<file path="src/rtl/gda_pkg.sv">
// Package for the Gregorian date adder: calendar constants, the month length
// function and the status struct of the year residue unit.
// No dependencies.
package gda_pkg;

  localparam int unsigned YEAR_BITS_DEF  = 16;
  localparam int unsigned COUNT_BITS_DEF = 16;

  localparam logic [8:0] CENTURY_YEARS = 9'd100;
  localparam logic [8:0] CENTURY_2     = 9'd200;
  localparam logic [8:0] CENTURY_3     = 9'd300;
  localparam logic [8:0] CYCLE_LAST    = 9'd399;

  localparam logic [3:0] MONTH_JAN = 4'd1;
  localparam logic [3:0] MONTH_FEB = 4'd2;
  localparam logic [3:0] MONTH_DEC = 4'd12;

  localparam logic [4:0] DAYS_31 = 5'd31;
  localparam logic [4:0] DAYS_30 = 5'd30;
  localparam logic [4:0] DAYS_29 = 5'd29;
  localparam logic [4:0] DAYS_28 = 5'd28;
  localparam logic [4:0] DAY_FIRST = 5'd1;

  // status of the residue unit
  typedef struct packed {
    logic       busy;
    logic       done;
    logic [8:0] rem;
  } mod_status_t;

  // rem is year mod 400, low2 the two low year bits
  function automatic logic leap_year(input logic [8:0] rem, input logic [1:0] low2);
    logic century;
    century = (rem == CENTURY_YEARS) || (rem == CENTURY_2) || (rem == CENTURY_3);
    return (rem == 9'd0) || ((low2 == 2'd0) && !century);
  endfunction

  // zero for a month code outside 1..12
  function automatic logic [4:0] month_length(input logic [3:0] m, input logic leap);
    logic [4:0] len;
    case (m) inside
      4'd1, 4'd3, 4'd5, 4'd7, 4'd8, 4'd10, 4'd12: len = DAYS_31;
      4'd4, 4'd6, 4'd9, 4'd11:                   len = DAYS_30;
      MONTH_FEB:                                 len = leap ? DAYS_29 : DAYS_28;
      default:                                   len = 5'd0;
    endcase
    return len;
  endfunction

endpackage

</file>
<file path="src/rtl/gregorian_date_add_days.sv">
// Gregorian date adder top level: sequencer and month step datapath.
// Depends on gda_pkg and gda_mod400.
//
//   channel | direction | handshake             | payload
//   --------+-----------+-----------------------+-------------------------------------
//   in      | input     | in_valid_i/in_ready_o | start_day, start_month, start_year,
//           |           |                       | days_to_add
//   out     | output    | out_valid_o/out_ready_i | result_day, result_month, result_year,
//           |           |                       | date_valid, year_overflow
//
// A transaction first reduces the year mod 400 and checks the date, then walks
// the count forward one month per step, ends the walk and loads the result
// register. The month step loop runs through the shared add/compare. Reset clears
// the sequencer and the output slot. The result waits in an output register, so
// the next transaction is accepted while it stalls there; that one holds its
// result until the slot frees.
module gregorian_date_add_days #(
  parameter int unsigned YEAR_BITS  = gda_pkg::YEAR_BITS_DEF,
  parameter int unsigned COUNT_BITS = gda_pkg::COUNT_BITS_DEF
) (
  input  logic        clk_i,
  input  logic        rst_ni,
  input  logic        in_valid_i,
  output logic        in_ready_o,
  input  logic [4:0]  start_day_i,
  input  logic [3:0]  start_month_i,
  input  logic [15:0] start_year_i,
  input  logic [15:0] days_to_add_i,
  output logic        out_valid_o,
  input  logic        out_ready_i,
  output logic [4:0]  result_day_o,
  output logic [3:0]  result_month_o,
  output logic [15:0] result_year_o,
  output logic        date_valid_o,
  output logic        year_overflow_o
);

  typedef enum logic [2:0] {
    ST_IDLE,
    ST_REDUCE,
    ST_CHECK,
    ST_STEP,
    ST_FINISH
  } state_e;

  state_e               state_q;
  logic [4:0]           day_q;
  logic [3:0]           month_q;
  logic [YEAR_BITS-1:0] year_q;
  logic [COUNT_BITS-1:0] cnt_q;
  logic [8:0]           rem_q;
  logic                 valid_q, ovf_q;

  logic                 out_valid_q;
  logic [4:0]           res_day_q;
  logic [3:0]           res_month_q;
  logic [15:0]          res_year_q;
  logic                 res_valid_q, res_ovf_q;

  logic                 in_fire;
  logic                 slot_free;
  logic [YEAR_BITS-1:0] year_in;
  gda_pkg::mod_status_t mod_st;

  logic                  leap;
  logic [4:0]            dim;
  logic [COUNT_BITS:0]   sum;
  logic [5:0]            consume;
  logic [8:0]            rem_inc;

  assign in_ready_o = (state_q == ST_IDLE);
  assign in_fire    = in_valid_i && in_ready_o;
  assign slot_free  = !out_valid_q || out_ready_i;
  assign year_in    = YEAR_BITS'(start_year_i);

  gda_mod400 #(
    .YEAR_BITS(YEAR_BITS)
  ) u_mod400 (
    .clk_i   (clk_i),
    .rst_ni  (rst_ni),
    .start_i (in_fire),
    .value_i (year_in),
    .status_o(mod_st)
  );

  // leap rule from the tracked residue and the year's low bits
  assign leap    = gda_pkg::leap_year(rem_q, year_q[1:0]);
  assign dim     = gda_pkg::month_length(month_q, leap);
  assign sum     = {1'b0, cnt_q} + (COUNT_BITS + 1)'(day_q);
  assign consume = 6'(dim - day_q) + 6'd1;
  assign rem_inc = (rem_q == gda_pkg::CYCLE_LAST) ? 9'd0 : 9'(rem_q + 9'd1);

  always_ff @(posedge clk_i or negedge rst_ni) begin
    if (!rst_ni) begin
      state_q     <= ST_IDLE;
      day_q       <= '0;
      month_q     <= '0;
      year_q      <= '0;
      cnt_q       <= '0;
      rem_q       <= '0;
      valid_q     <= 1'b0;
      ovf_q       <= 1'b0;
      out_valid_q <= 1'b0;
      res_day_q   <= '0;
      res_month_q <= '0;
      res_year_q  <= '0;
      res_valid_q <= 1'b0;
      res_ovf_q   <= 1'b0;
    end else begin
      if (state_q == ST_FINISH && slot_free) begin
        out_valid_q <= 1'b1;
      end else if (out_valid_q && out_ready_i) begin
        out_valid_q <= 1'b0;
      end
      unique case (state_q)
        ST_IDLE: begin
          if (in_fire) begin
            day_q   <= start_day_i;
            month_q <= start_month_i;
            year_q  <= year_in;
            cnt_q   <= COUNT_BITS'(days_to_add_i);
            valid_q <= 1'b0;
            ovf_q   <= 1'b0;
            state_q <= ST_REDUCE;
          end
        end
        ST_REDUCE: begin
          if (mod_st.done) begin
            rem_q   <= mod_st.rem;
            state_q <= ST_CHECK;
          end
        end
        ST_CHECK: begin
          if (dim != 5'd0 && day_q >= gda_pkg::DAY_FIRST && day_q <= dim) begin
            valid_q <= 1'b1;
            state_q <= ST_STEP;
          end else begin
            state_q <= ST_FINISH;
          end
        end
        ST_STEP: begin
          if (cnt_q == '0) begin
            state_q <= ST_FINISH;
          end else if (sum <= (COUNT_BITS + 1)'(dim)) begin
            day_q   <= sum[4:0];
            cnt_q   <= '0;
            state_q <= ST_FINISH;
          end else begin
            cnt_q <= cnt_q - COUNT_BITS'(consume);
            day_q <= gda_pkg::DAY_FIRST;
            if (month_q >= gda_pkg::MONTH_DEC) begin
              if (year_q == '1) begin
                // past the last representable December: clamp
                ovf_q   <= 1'b1;
                day_q   <= gda_pkg::DAYS_31;
                month_q <= gda_pkg::MONTH_DEC;
                state_q <= ST_FINISH;
              end else begin
                month_q <= gda_pkg::MONTH_JAN;
                year_q  <= year_q + 1'b1;
                rem_q   <= rem_inc;
              end
            end else begin
              month_q <= month_q + 4'd1;
            end
          end
        end
        ST_FINISH: begin
          if (slot_free) begin
            res_day_q   <= day_q;
            res_month_q <= month_q;
            res_year_q  <= 16'(year_q);
            res_valid_q <= valid_q;
            res_ovf_q   <= ovf_q;
            state_q     <= ST_IDLE;
          end
        end
        default: state_q <= ST_IDLE;
      endcase
    end
  end

  assign out_valid_o     = out_valid_q;
  assign result_day_o    = res_day_q;
  assign result_month_o  = res_month_q;
  assign result_year_o   = res_year_q;
  assign date_valid_o    = res_valid_q;
  assign year_overflow_o = res_ovf_q;

endmodule

</file>
<file path="src/rtl/gda_mod400.sv">
// Residue unit: year mod 400 by reciprocal multiplication, a registered product step then a registered residue step.
// Depends on gda_pkg.
module gda_mod400 #(
  parameter int unsigned YEAR_BITS = gda_pkg::YEAR_BITS_DEF
) (
  input  logic                  clk_i,
  input  logic                  rst_ni,
  input  logic                  start_i,
  input  logic [YEAR_BITS-1:0]  value_i,
  output gda_pkg::mod_status_t  status_o
);

  // year mod 400 = 16 * ((year >> 4) mod 25) + year[3:0]; the quotient by 25
  // comes from a rounded-up reciprocal, exact over the whole year range
  localparam int unsigned   PW      = 2 * YEAR_BITS;
  localparam int unsigned   SHIFT   = YEAR_BITS + 1;
  localparam logic [63:0]   RECIP64 = ((64'd1 << SHIFT) + 64'd24) / 64'd25;
  localparam logic [PW-1:0] RECIP   = PW'(RECIP64);

  logic                 busy_q, busy_d;
  logic                 done_q, done_d;
  logic                 phase_q, phase_d;
  logic [YEAR_BITS-1:0] val_q, val_d;
  logic [PW-1:0]        prod_q, prod_d;
  logic [8:0]           rem_q, rem_d;
  logic [4:0]           quot5;
  logic [4:0]           quot25;
  logic [4:0]           res25;

  // only the quotient mod 32 matters, the residue by 25 fits in five bits
  assign quot5  = prod_q[SHIFT +: 5];
  assign quot25 = 5'({quot5, 4'b0} + {1'b0, quot5, 3'b0} + {4'b0, quot5});
  assign res25  = val_q[8:4] - quot25;

  always_comb begin
    busy_d  = busy_q;
    done_d  = 1'b0;
    phase_d = phase_q;
    val_d   = val_q;
    prod_d  = prod_q;
    rem_d   = rem_q;
    if (start_i) begin
      busy_d  = 1'b1;
      phase_d = 1'b0;
      val_d   = value_i;
    end else if (busy_q) begin
      if (!phase_q) begin
        prod_d  = PW'(val_q[YEAR_BITS-1:4]) * RECIP;
        phase_d = 1'b1;
      end else begin
        rem_d  = {res25, val_q[3:0]};
        busy_d = 1'b0;
        done_d = 1'b1;
      end
    end
  end

  always_ff @(posedge clk_i or negedge rst_ni) begin
    if (!rst_ni) begin
      busy_q  <= 1'b0;
      done_q  <= 1'b0;
      phase_q <= 1'b0;
      val_q   <= '0;
      prod_q  <= '0;
      rem_q   <= '0;
    end else begin
      busy_q  <= busy_d;
      done_q  <= done_d;
      phase_q <= phase_d;
      val_q   <= val_d;
      prod_q  <= prod_d;
      rem_q   <= rem_d;
    end
  end

  assign status_o.busy = busy_q;
  assign status_o.done = done_q;
  assign status_o.rem  = rem_q;

endmodule

</file>
<file path="config.mk">
export PLATFORM = sky130hd
export DESIGN_NAME = gregorian_date_add_days
export DESIGN_NICKNAME = d
export VERILOG_FILES = /design/src/rtl/gda_pkg.sv /design/src/rtl/gregorian_date_add_days.sv /design/src/rtl/gda_mod400.sv
export SDC_FILE = /design/constraint.sdc
export NUM_CORES = 1
export LEC_CHECK = 0
export BUFFER_PORTS_ARGS = -buffer_cell sky130_fd_sc_hd__buf_2
export CAP_MARGIN = 5
export CORE_MARGIN = 2
export CORE_UTILIZATION = 40
export CTS_CLUSTER_SIZE = 10
export DETAILED_ROUTE_END_ITERATION = 8
export GPL_TIMING_DRIVEN = 0
export PLACE_DENSITY = 0.57
export SYNTH_ARGS = -nofsm -noshare
export SYNTH_HDL_FRONTEND = slang
export SYNTH_SLANG_ARGS = --single-unit
</file>
<file path="constraint.sdc">
create_clock -name clk_i -period 13.7 [get_ports clk_i]
set_input_delay 0.685 -clock clk_i [delete_from_list [all_inputs] [get_ports clk_i]]
set_output_delay 0.685 -clock clk_i [all_outputs]
set_load 0.05 [all_outputs]
</file>
Word level (Yosys, flattened, before mapping)
Index checks and enable logic that the tools add are counted.

Register bits after elaboration: 133. Bits in latches: 0. RAM bits: 0. Bits in read-only memories: 0. Input bits: 45. Output and inout port bits: 29. Word-level logic and storage cells: 163. Memories kept: 0.

Add/sub/neg operators: 10. Multiply operators: 1. Div/mod/pow operators: 0. Order comparisons: 4. Equality and inequality tests: 32. Shifts and indexed selects: 0. Muxes and demuxes: 60. Bitwise operators: 2. Reductions and logical operators: 34.

Operator list (number): 16-bit 2-to-1 mux (8); 16-bit one-hot mux with 2 select lines (2); 9-bit 2-to-1 mux (6); 5-bit 2-to-1 mux (8); 3-bit 2-to-1 mux (8); 12-bit by 13-bit multiplier with 22-bit output, second input constant (1); 4-bit == test, second input constant (5); 4-bit 2-to-1 mux (5); 9-bit == test, second input constant (2); 9-bit one-hot mux with 2 select lines (1); 6-bit AND reduction (3); 16-bit by 5-bit adder with 17-bit output (1); 17-bit by 5-bit <= comparator with 1-bit output (1); 1-bit 2-to-1 mux (17); 16-bit by 1-bit adder with 16-bit output, second input constant (1); 16-bit == test, second input constant (1); 4-bit by 3-bit == test with 1-bit output, second input constant (4); 16-bit zero test (1); 16-bit by 6-bit subtractor with 16-bit output (1); 3-bit one-hot mux with 5 select lines (1); 2-bit inequality test, second input constant (7); 3-bit AND reduction (4); 5-bit adder (2); 5-bit one-hot mux with 2 select lines (1); other kinds (33) (52).

Longest topological paths before layout
Gate-level depths: netlist of run 1.

Depth after elaboration: 16. Mapped depth: 21. Mapped depth without buffers: 20.

Cells and area by module
From an unflattened synthesis of run 1, not the netlist that was laid out.

Cells, all modules: 1074. Area, all modules: 9890.7 um2.

By module, submodules not included: gregorian_date_add_days (times used 1, cells an instance 662, area each 5805.6 um2, sequential area each 2077.0 um2); gda_mod400 (times used 1, cells an instance 412, area each 4085.2 um2, sequential area each 825.8 um2).

Worst setup path before layout of run 1
No wires, ideal clock.

Path type: register to register. Start: register u_mod400.val_q[13]. End: register u_mod400.prod_q[20]. Setup time: 0.136 ns. Data arrival time: 4.739 ns. Required time: 13.564 ns. Setup slack: 8.825 ns. Cell stages (with the launch flop): 16. Buffers on the path: 0. Period minus slack after synthesis: 4.875 ns. Cell sequence: dfrtp_1 > fa_1 > inv_1 > fa_1 > inv_1 > fa_1 > fa_1 > fa_1 > ha_1 > a21oi_1 > o21ai_0 > a2111oi_0 > o21bai_1 > a31oi_1 > xor2_1 > o21ai_0.

Word-level cells in the longest chain between the ends: 1.

Ends and longest elaborated chain: from (decl) (line gda_mod400.sv:23) `logic [YEAR_BITS-1:0] val_q, val_d;`; from (signal assigned) (line gda_mod400.sv:70) `val_q <= val_d;`; 12-bit by 13-bit multiplier with 22-bit output (line gda_mod400.sv:48) `prod_d = PW'(val_q[YEAR_BITS-1:4]) * RECIP;`; to (signal assigned) (line gda_mod400.sv:71) `prod_q <= prod_d;`; to (decl) (line gda_mod400.sv:24) `logic [PW-1:0] prod_q, prod_d;`.

No other way between the ends. A chain may end at the register's enable or synchronous reset.

Final worst setup path of run 1
Start: register month_q[0]. End: register cnt_q[9].

Word-level cells in the longest chain between the ends: 10. Elaborated cells between the ends (all ways): 24. Those cells by class: 3 x add/sub; 1 x order compare; 12 x eq/ne; 6 x mux; 2 x reduce/logical.

Ends and longest elaborated chain: from (decl) (line gregorian_date_add_days.sv:48) `logic [3:0] month_q;`; from (signal assigned) (line gregorian_date_add_days.sv:119) `month_q <= start_month_i;`; from (signal assigned) (line gregorian_date_add_days.sv:156) `month_q <= gda_pkg::MONTH_DEC;`; from (signal assigned) (line gregorian_date_add_days.sv:159) `month_q <= gda_pkg::MONTH_JAN;`; 4-bit by 3-bit == test with 1-bit output, or another cell as far along (line gregorian_date_add_days.sv:88) `assign dim = gda_pkg::month_length(month_q, leap);`; 4-bit OR reduction or 5-bit 2-to-1 mux (tied branches) (line gda_pkg.sv:41) `case (m) inside`; 5-bit 2-to-1 mux (line gda_pkg.sv:41); 5-bit 2-to-1 mux (*) (line gda_pkg.sv:41); 5-bit by 5-bit subtractor with 6-bit output (line gregorian_date_add_days.sv:90) `assign consume = 6'(dim - day_q) + 6'd1;`; 6-bit by 1-bit adder with 6-bit output (line gregorian_date_add_days.sv:90); 16-bit by 6-bit subtractor with 16-bit output (line gregorian_date_add_days.sv:149) `cnt_q <= cnt_q - COUNT_BITS'(consume);`; 16-bit 2-to-1 mux (*) (line gregorian_date_add_days.sv:144) `end else if (sum <= (COUNT_BITS + 1)'(dim)) begin`; 16-bit 2-to-1 mux (*) (line gregorian_date_add_days.sv:142) `if (cnt_q == '0) begin`; 16-bit one-hot mux with 2 select lines (*) (line gregorian_date_add_days.sv:115) `unique case (state_q)`; to (signal assigned) (line gregorian_date_add_days.sv:121) `cnt_q <= COUNT_BITS'(days_to_add_i);`; to (signal assigned) (line gregorian_date_add_days.sv:149); to (decl) (line gregorian_date_add_days.sv:50) `logic [COUNT_BITS-1:0] cnt_q;`.

Mark *: on every way between the ends. The rest lies on a longest branch, timed or not. The select of a mux whose other input is x is not followed.

==> results of run 1 <==
cell type report:
class	count	area [um2]	share of cell area, %
plain buffers	43	194	1.77
clock buffers	19	443	4.05
clock inverters	13	173	1.58
inverters	124	465	4.25
multi-input cells	746	5970	54.5
flip-flops and latches	116	2900	26.5
well taps	319	399	3.65
repair buffers	74	399	3.65
routing by layer:
layer,track usage (%),up-vias,routed length (um)
met5,0,-,0
met2,35.9,221,12500
met1,32.8,3940,13100
met3,3.57,35,1380
met4,6.35,0,397
li1,-,3829,-
registers in the layout (all words and copies together), names as in the netlist, 3 cells and up:
register         count
result_month_o       4
result_day_o         5
u_mod400.rem_q       9
rem_q                9
year_q              16
result_year_o       16
u_mod400.val_q      16
day_q                5
cnt_q               16
u_mod400.prod_q      5
state_q              3
month_q              4
cells in the final DEF (no fill, tap or decap), drive strengths merged, types with 17 or more instances in the layout:
| cell type | count |
|---|---|
| xnor2 | 17 |
| clkbuf | 47 |
| a21oi | 38 |
| buf | 89 |
| mux2 | 17 |
| nor3 | 24 |
| nor2 | 41 |
| nand3 | 22 |
| inv | 127 |
| fa | 50 |
| dfrtp | 116 |
| ha | 114 |
| nand2 | 122 |
| nor4 | 18 |
| o21ai | 66 |
cell families (layout without fill, tap and decap cells):
family / count (synthesis) / in the layout / synth area share, %
AO/OA/AOI/OAI: 237 / 237 / 17.1
XOR/XNOR: 25 / 25 / 2.30
adder cells (fa/ha/maj): 164 / 164 / 25.5
buffers and inverters: 167 / 273 / 6.92
flip-flops: 116 / 116 / 30.5
multiplexers: 23 / 23 / 2.68
AND/OR/NAND/NOR: 297 / 297 / 15.1
worst paths after layout:
| path | depth (start not counted) | slack (ns) | to |
|---|---|---|---|
| setup / recovery | 16 | 8.00 | cnt_q[9] |
| hold / removal | 1 | 0.15 | cnt_q[8] |
| setup reg to reg | 16 | 8.00 | cnt_q[9] |
| hold reg to reg | 2 | 0.46 | u_mod400.rem_q[0] |
| max in group asynchronous | 2 | 12.81 | year_q[6] |
| min in group clk_i | 2 | 0.46 | u_mod400.rem_q[0] |
per-stage QoR:
step	setup WS (ns)	cells
floorplan	8.82	1029
global placement	8.12	1421
detailed placement	8.11	1422
CTS	8.11	1454
global route	7.68	1454
finish	8.00	1454
==> results by group, run 1 <==
Run status
  – Status: complete, no violations

Timing
  – Endpoints failing setup: 0
  – Total Neg Setup Slack: 0 ns
  – Post-layout min period: 5.70 ns
  – Max Slew Vio Count: 0
  – RSZ-0062 raised after global routing: false
  – Max_slew headroom: 32.1%
  – Fmax: 0.175 GHz
  – Period utilization: 41.6%
  – Final Hold Fails: 0
  – Worst Skew: 0.00911 ns
  – Worst Max-Slew Pin Slew: 1.00 ns
  – Final hold slack: 0.153 ns

Clocking
  – Post-CTS Setup Inserts: 0
  – Root Buffer: clkbuf_16
  – CTS Sinks: 116
  – CTS buffer count: 17
  – H-tree depth: 4
  – CTS tree: done
  – Hold_buf cts: 0
  – PostCTS Resize Cnt: 0
  – Worst skew pair latency: 0.43 ns
  – Clk buf depth: 2
  – Worst-path clk slew: 0.06 ns

Route
  – 1st-pass router iterations: 5
  – Detailed router's first-iteration violation count: 598
  – Drt via density: 5.52
  – Routed via count: 8025
  – Routed wire length: 27300 um
  – Post-route ant nets: 0
  – Routed len/inst: 18.8 um
  – DR DRC count: 0

Placed design
  – Post-DP HPWL: 21100 um
  – IO buf count: 73
  – Placed Area: 0.0103 mm2
  – Routability cong.: 0.953

Logic synthesis
  – Syn. warnings: 0
  – Yosys reg bits: 116
  – Syn avg cell area: 9.26 um2
  – Post-synthesis sequential area ratio: 30.5%
  – Area leader, netlist: dfrtp_1
  – Most frequent cell after synthesis: inv_1
  – Net Count, Synth: 1238
  – Synth unique cells: 80
  – Ys flop type: dfrtp_1
  – Yosys top cell area share: 30.5%
  – Synth Cell Area: 0.00953 mm2
  – Area contributors post-synth: dfrtp_1 (30%), ha_1 (15%), fa_1 (11%)
  – Post-Synthesis Cells: 1029
  – Number of synthesized flops with an enable pin: 0
  – Fraction of registers with async set/reset: 100%
  – Commonest cells post-synth: inv_1 (123), nand2_1 (122), dfrtp_1 (116)

Critical path
  – R2R Path Start: month_q[0]
  – Buf/Inv on CP: 3
  – WP data arrival: 6.06 ns
  – Crit path launch type: register
  – Crit-path leading delay family: compound AO/OA/AOI/OAI gates
  – Slowest Stage Delay on Critical Path: 0.84 ns
  – Slowest CP cell: o41ai_1
  – Crit Path Class: reg -> reg
  – Critical Path End Type: register
  – CP max FO: 7
  – Crit path cell chain: inv_1 -> ha_1 -> o22a_1 -> o32ai_1 -> o21a_1 -> inv_1 -> ha_1 -> fa_1 -> inv_1 -> ha_1 -> o21ai_0 -> a21oi_1 -> o41ai_1 -> nand2_1 -> or4_1 -> o211ai_2
  – Worst Setup SP: month_q[0]
  – WP data required: 14.06 ns

Global route
  – Grt total ovfl: 0
  – Number of global-route vias before repair: 7853
  – All-layer global routing usage: 22.9%
  – Initial antenna violation count: 0
  – First-pass GRT wire length: 43700 um
  – Largest net degree at the start of global routing: 83

Die
  – Initial Util: 40.7%
  – Area of the die: 0.0251 mm2
  – Core Region: 0.0234 mm2
  – Die H: 158 um
  – Die W: 158 um
  – Std-Cell Rows: 56
  – Ports: 74

Layout
  – Filler cells: 2331
  – Util after Layout: 46.8%
  – ANT cells: 0
  – Final Instance Area: 0.0109 mm2
  – Share of cells above drive strength 1: 13.5%
  – P&R area growth vs syn: 14.8%
  – # nets final: 1331

Flow run
  – Max-cap violations: 0

Worst hold path
  – Hold Path Class: in -> async
Power of run 1 is left out: the tool's default activity adds up to more than one toggle a clock period on the data nets, which glitch-free logic cannot reach.
==> run 2: changes to the inputs <==
Settings changed: ABC_AREA set to 1, PLACE_DENSITY 0.57 to 0.59.
Clock period 13.7 ns to 5.2 ns, I/O delays scaled along.
==> results by group, run 2 <==
Logic synthesis
  – Synth unique cells: 46 (-43%)
  – Post-Synthesis Cells: 1250 (+21%)
  – Number of synthesized flops with an enable pin: 0 (unchanged)
  – Yosys top cell area share: 28.9% (-1.5 points)
  – Synth Cell Area: 0.0100 mm2 (+5.2%)
  – Fraction of registers with async set/reset: 100% (unchanged)
  – Yosys reg bits: 116 (unchanged)
  – Commonest cells post-synth: nand2_1 (250), inv_1 (193), dfrtp_1 (116)
  – Net Count, Synth: 1459 (+18%)
  – Most frequent cell after synthesis: nand2_1
  – Syn avg cell area: 8.02 um2 (-13%)
  – Area leader, netlist: dfrtp_1
  – Syn. warnings: 0 (unchanged)
  – Ys flop type: dfrtp_1
  – Area contributors post-synth: dfrtp_1 (29%), ha_1 (14%), fa_1 (10%)
  – Post-synthesis sequential area ratio: 28.9% (-1.5 points)

Route
  – Detailed router's first-iteration violation count: 767 (+28%)
  – Routed via count: 8659 (+7.9%)
  – Routed len/inst: 16.1 um (-14%)
  – DR DRC count: 0 (unchanged)
  – Drt via density: 5.15 (-6.7%)
  – Post-route ant nets: 0 (unchanged)
  – Routed wire length: 27100 um (-0.86%)
  – 1st-pass router iterations: 5 (unchanged)

Timing
  – Worst Skew: 0.0111 ns (+0.00198 ns)
  – Final Hold Fails: 0 (unchanged)
  – Max Slew Vio Count: 0 (unchanged)
  – Post-layout min period: 4.75 ns (-0.947 ns)
  – Endpoints failing setup: 0 (unchanged)
  – Fmax: 0.210 GHz (+20%)
  – Period utilization: 91.4% (+50 points)
  – Total Neg Setup Slack: 0 ns (unchanged)
  – Worst Max-Slew Pin Slew: 0.777 ns (-0.227 ns)
  – RSZ-0062 raised after global routing: false
  – Final hold slack: 0.0733 ns (-0.0795 ns)
  – Max_slew headroom: 48.2% (+16 points)

Clocking
  – Worst skew pair latency: 0.43 ns (about the same)
  – CTS buffer count: 17 (unchanged)
  – CTS Sinks: 116 (unchanged)
  – Root Buffer: clkbuf_16
  – Post-CTS Setup Inserts: 0 (unchanged)
  – Clk buf depth: 2 (unchanged)
  – Worst-path clk slew: 0.06 ns (about the same)
  – H-tree depth: 4 (unchanged)
  – CTS tree: done

Die
  – Std-Cell Rows: 57 (+1.8%)
  – Initial Util: 41.0% (+0.27 points)
  – Area of the die: 0.0264 mm2 (+5.1%)
  – Ports: 74 (unchanged)
  – Die H: 162 um (+2.5%)
  – Core Region: 0.0245 mm2 (+4.5%)
  – Die W: 162 um (+2.5%)

Flow run
  – Max-cap violations: 0 (unchanged)

Global route
  – Initial antenna violation count: 0 (unchanged)
  – Number of global-route vias before repair: 8238 (+4.9%)
  – All-layer global routing usage: 21.5% (-1.4 points)
  – First-pass GRT wire length: 43900 um (+0.52%)
  – Largest net degree at the start of global routing: 89 (+7.2%)
  – Grt total ovfl: 0 (unchanged)

Layout
  – Share of cells above drive strength 1: 13.3% (-0.14 points)
  – P&R area growth vs syn: 14.5%
  – Leading cell type in the layout, fill and taps excluded: nand2_1
  – Commonest non-fill, non-tap cells in the layout: nand2_1 (250), inv_1 (193), dfrtp_1 (116), ha_1 (114), o21ai_0 (89)
  – ANT cells: 0 (unchanged)
  – # nets final: 1553 (+17%)
  – Util after Layout: 46.9% (+0.18 points)

Critical path
  – Critical Path End Type: register
  – CP max FO: 6 (-1)
  – WP data required: 5.56 ns (-8.50 ns)
  – Crit Path Class: reg -> reg
  – WP data arrival: 5.12 ns (-0.94 ns)
  – Crit path launch type: register

Power and ir drop
  – Worst-case vdd ir drop: 243 uV
  – LEAKAGE: 6.00 nW
  – Cell Pwr Density: 195 mW/mm2

Placed design
  – Post-DP HPWL: 21400 um (+1.5%)
  – Routability cong.: 0.913 (-4.1%)
  – IO buf count: 73 (unchanged)

Run status
  – Status: complete, no violations

Worst hold path
  – Hold Path Class: in -> reg
[run 2: cell families (layout without fill, tap and decap cells)]
| kind of cell | count (synthesis) | count (layout) | share of synthesized area (%) |
|---|---|---|---|
| DFF | 116 | 116 | 28.9 |
| adders and majority gates | 164 | 164 | 24.2 |
| and+or+nand+nor | 490 | 490 | 21.7 |
| muxes | 13 | 13 | 1.34 |
| buffers and inverters | 225 | 332 | 9.03 |
| xor gates and xnor gates | 37 | 37 | 3.23 |
| AOI/OAI and AO/OA | 205 | 205 | 11.6 |
[run 2: repair_timing]
item	in CTS	in global routing
hold endpoints to repair	28	0
resized for setup	0	0
hold buffers	1	0
[run 2: final cells by class]
cell class                      instances  area, um2
Fill cell                            2425      13000
Multi-Input combinational cell        909       6220
Sequential cell                       116       2900
Inverter                              194        728
Clock buffer                           18        439
Timing Repair Buffer                   75        409
Tap cell                              324        405
Clock inverter                         14        203
Buffer                                 31        178
[run 2: critical path, stage by stage (launching register included)]
cell,delay (ns)
dfrtp_1,0.49
fa_1,0.60
inv_1,0.06
fa_1,0.49
inv_1,0.05
fa_1,0.51
fa_1,0.52
fa_1,0.49
ha_1,0.33
nand2_1,0.09
nor2_1,0.09
inv_1,0.06
nor4_1,0.34
nand4_1,0.15
nand3_1,0.17
or2_2,0.13
nand3_1,0.05
nand2_1,0.06
[run 2: where the power goes]
part           total (mW)          switching (mW)  internal [mW]  leakage, nW
combinational      0.0450                  0.0297         0.0153         4.24
sequential          0.903  0.00000000000000000726          0.903         1.46
clock                1.29                   0.470          0.819        0.299
[run 2: through the flow]
stage / setup slack (ns) / area [um2] / total power, mW / std cells
floorplan: 0.838 / 10000 / 0.921 / 1250
global placement: 0.467 / 10800 / 0.963 / 1647
detailed placement: 0.481 / 10800 / 0.966 / 1648
CTS: 0.460 / 11500 / 2.25 / 1681
global route: 0.190 / 11500 / 2.30 / 1681
finish: 0.448 / 11500 / 2.24 / 1681
[run 2: final timing paths]
check	from	to	slack, ns	cells after the start
min in group asynchronous	rst_ni	cnt_q[4]	0.27	2
max in group asynchronous	rst_ni	u_mod400.val_q[10]	4.16	3
worst min-delay path	start_year_i[10]	u_mod400.val_q[10]	0.07	3
worst max register to register	u_mod400.val_q[13]	u_mod400.prod_q[21]	0.45	17
worst min register to register	result_day_o[2]	result_day_o[2]	0.48	2
worst max-delay path	u_mod400.val_q[13]	u_mod400.prod_q[21]	0.45	17
[run 2: routing by layer]
layer  global-route usage [%]  up-vias  part of all wire (%)
li1                         -     4271                     -
met4                     5.39        0                   1.7
met2                     32.6      214                    44
met1                     32.0     4151                    49
met3                     3.41       23                   5.2
met5                        0        -                     0
No activity file was read; power rests on OpenSTA's default activity.
==> run 3: changes to the inputs <==
Settings changed: BUFFER_PORTS_ARGS -buffer_cell sky130_fd_sc_hd__buf_2 to -buffer_cell sky130_fd_sc_hd__clkbuf_2, GPL_TIMING_DRIVEN 0 to unset, SYNTH_HIERARCHICAL set to 1.
==> results by group, run 3 <==
Run status
  – Status: complete, no violations

Critical path
  – Slowest CP cell: fa_1
  – WP data required: 5.51 ns (-0.05 ns)
  – Crit path launch type: register
  – Slowest Stage Delay on Critical Path: 0.64 ns (+0.04 ns)
  – WP data arrival: 4.89 ns (-0.23 ns)
  – Crit path cell chain: fa_1 -> xor2_1 -> ha_1 -> fa_1 -> fa_1 -> inv_1 -> fa_1 -> inv_1 -> ha_1 -> nand2_1 -> nor2_4 -> nand2_1 -> inv_2 -> nand2_2 -> or2_1 -> nand3_1 -> nand2_1 -> nand3_1 -> nand2_1
  – CP max FO: 7 (+1)
  – Crit Path Class: reg -> reg
  – Critical Path End Type: register

Timing
  – Total Neg Setup Slack: 0 ns (unchanged)
  – Worst Skew: 0.0206 ns (+0.00955 ns)
  – RSZ-0062 raised after global routing: false
  – Final WS setup: 0.618 ns (+0.170 ns)
  – Period utilization: 88.1% (-3.3 points)
  – Endpoints failing setup: 0 (unchanged)
  – Max Slew Vio Count: 0 (unchanged)
  – Final Hold Fails: 0 (unchanged)
  – Worst Max-Slew Pin Slew: 0.948 ns (+0.171 ns)
  – Max_slew headroom: 36.7% (-11 points)
  – Fmax: 0.218 GHz (+3.7%)
  – Post-layout min period: 4.58 ns (-0.170 ns)

Route
  – DR DRC count: 0 (unchanged)
  – Drt via density: 5.07 (-1.6%)
  – Post-route ant nets: 0 (unchanged)
  – Routed len/inst: 15.2 um (-6.0%)
  – 1st-pass router iterations: 5 (unchanged)
  – Routed wire length: 26800 um (-1.0%)
  – Routed via count: 8962 (+3.5%)
  – Detailed router's first-iteration violation count: 513 (-33%)

Layout
  – P&R area growth vs syn: 11.6%
  – Commonest non-fill, non-tap cells in the layout: nand2_1 (334), inv_1 (208), ha_1 (118), dfrtp_1 (116), nor2_1 (85)
  – Layout Cells excl Fill: 1769 (+5.2%)
  – Leading cell type in the layout, fill and taps excluded: nand2_1
  – # nets final: 1630 (+5.0%)
  – Filler cells: 2626 (+8.3%)
  – Final Instance Area: 0.0116 mm2 (+1.2%)
  – Share of cells above drive strength 1: 11.7% (-1.6 points)
  – ANT cells: 0 (unchanged)

Logic synthesis
  – Syn. warnings: 6 (+6)
  – Syn avg cell area: 7.67 um2 (-4.3%)
  – Post-Synthesis Cells: 1357 (+8.6%)
  – Net Count, Synth: 1566 (+7.3%)
  – Synth Cell Area: 0.0104 mm2 (+3.8%)

Clocking
  – Worst-path clk slew: 0.06 ns (about the same)
  – CTS buffer count: 17 (unchanged)
  – Worst skew pair latency: 0.43 ns (about the same)
  – CTS Sinks: 116 (unchanged)
  – Clk buf depth: 2 (unchanged)
  – H-tree depth: 4 (unchanged)
  – Root Buffer: clkbuf_16
  – CTS tree: done
  – Post-CTS Setup Inserts: 0 (unchanged)

Placed design
  – Setup WS pre-CTS: 0.601 ns (+0.120 ns)
  – Post-DP HPWL: 20900 um (-2.3%)
  – IO buf count: 73 (unchanged)
  – Placed cell count: 1736 (+5.3%)
  – Routability cong.: 0.904 (-1.0%)
  – Placed Area: 0.0111 mm2 (+2.2%)

Die
  – Core Region: 0.0258 mm2 (+5.6%)
  – Initial Util: 40.3% (-0.69 points)
  – Die H: 165 um (+1.9%)
  – Std-Cell Rows: 59 (+3.5%)
  – Area of the die: 0.0273 mm2 (+3.7%)
  – Die W: 165 um (+1.9%)
  – Ports: 74 (unchanged)

Global route
  – Grt total ovfl: 0 (unchanged)
  – Number of global-route vias before repair: 8661 (+5.1%)
  – Initial antenna violation count: 0 (unchanged)
  – All-layer global routing usage: 20.5% (-0.98 points)
  – First-pass GRT wire length: 44000 um (+0.24%)
  – Largest net degree at the start of global routing: 63 (-29%)

Flow run
  – Max-cap violations: 0 (unchanged)

Worst hold path
  – Hold Path Class: in -> reg
==> run 3: path summary, 6_finish.rpt <==
path                       cells past startpoint  slack (ns)                from             endpoint
max                                           19        0.62  u_mod400/val_q[13]  u_mod400/prod_q[21]
min                                            3        0.08    start_year_i[13]   u_mod400/val_q[13]
max reg2reg                                   19        0.62  u_mod400/val_q[13]  u_mod400/prod_q[21]
min reg2reg                                    2        0.47     u_mod400/busy_q      u_mod400/busy_q
max in group asynchronous                      3        3.46              rst_ni    u_mod400/val_q[5]
min in group asynchronous                      2        0.49              rst_ni             cnt_q[5]
==> run 3: per-stage QoR <==
step / utilization [%] / hold WS [ns]
floorplan: - / -0.0356
global placement: 42.8 / 0.438
detailed placement: 42.8 / 0.432
CTS: 45.0 / 0.0569
global route: 45.0 / 0.0709
finish: 45.0 / 0.0761
==> run 3: critical path, delay by kind of cell (launching register included) <==
family	cells	cell delay (ns)
XOR/XNOR	1	0.18
adder cells (fa/ha/maj)	6	2.83
buffers and inverters	3	0.15
flip-flops	1	0.48
AND/OR/NAND/NOR	9	0.81
==> run 3: area by class of cell <==
| type | count | area, um2 | area share, % |
|---|---|---|---|
| Clock buffer | 17 | 425 | 3.66 |
| Clock inverter | 15 | 121 | 1.04 |
| Inverter | 216 | 811 | 6.98 |
| Multi-Input combinational cell | 988 | 6510 | 56.0 |
| Sequential cell | 116 | 2900 | 25.0 |
| Tap cell | 335 | 419 | 3.61 |
| Timing Repair Buffer | 82 | 438 | 3.77 |
==> run 3: what timing repair did <==
item | in CTS | in global routing
gates resized for setup | 0 | 0
endpoints found under the hold margin | 41 | 0
hold buffers | 1 | 0
==> run 3: routing by layer <==
| metal | up-vias | track usage, % | routed length [um] |
|---|---|---|---|
| li1 | 4516 | - | - |
| met1 | 4230 | 28.7 | 12800 |
| met2 | 187 | 32.9 | 12300 |
| met3 | 29 | 3.30 | 1250 |
| met4 | 0 | 5.64 | 463 |
| met5 | - | 0 | 0 |
Power of run 3 is left out for the same reason.
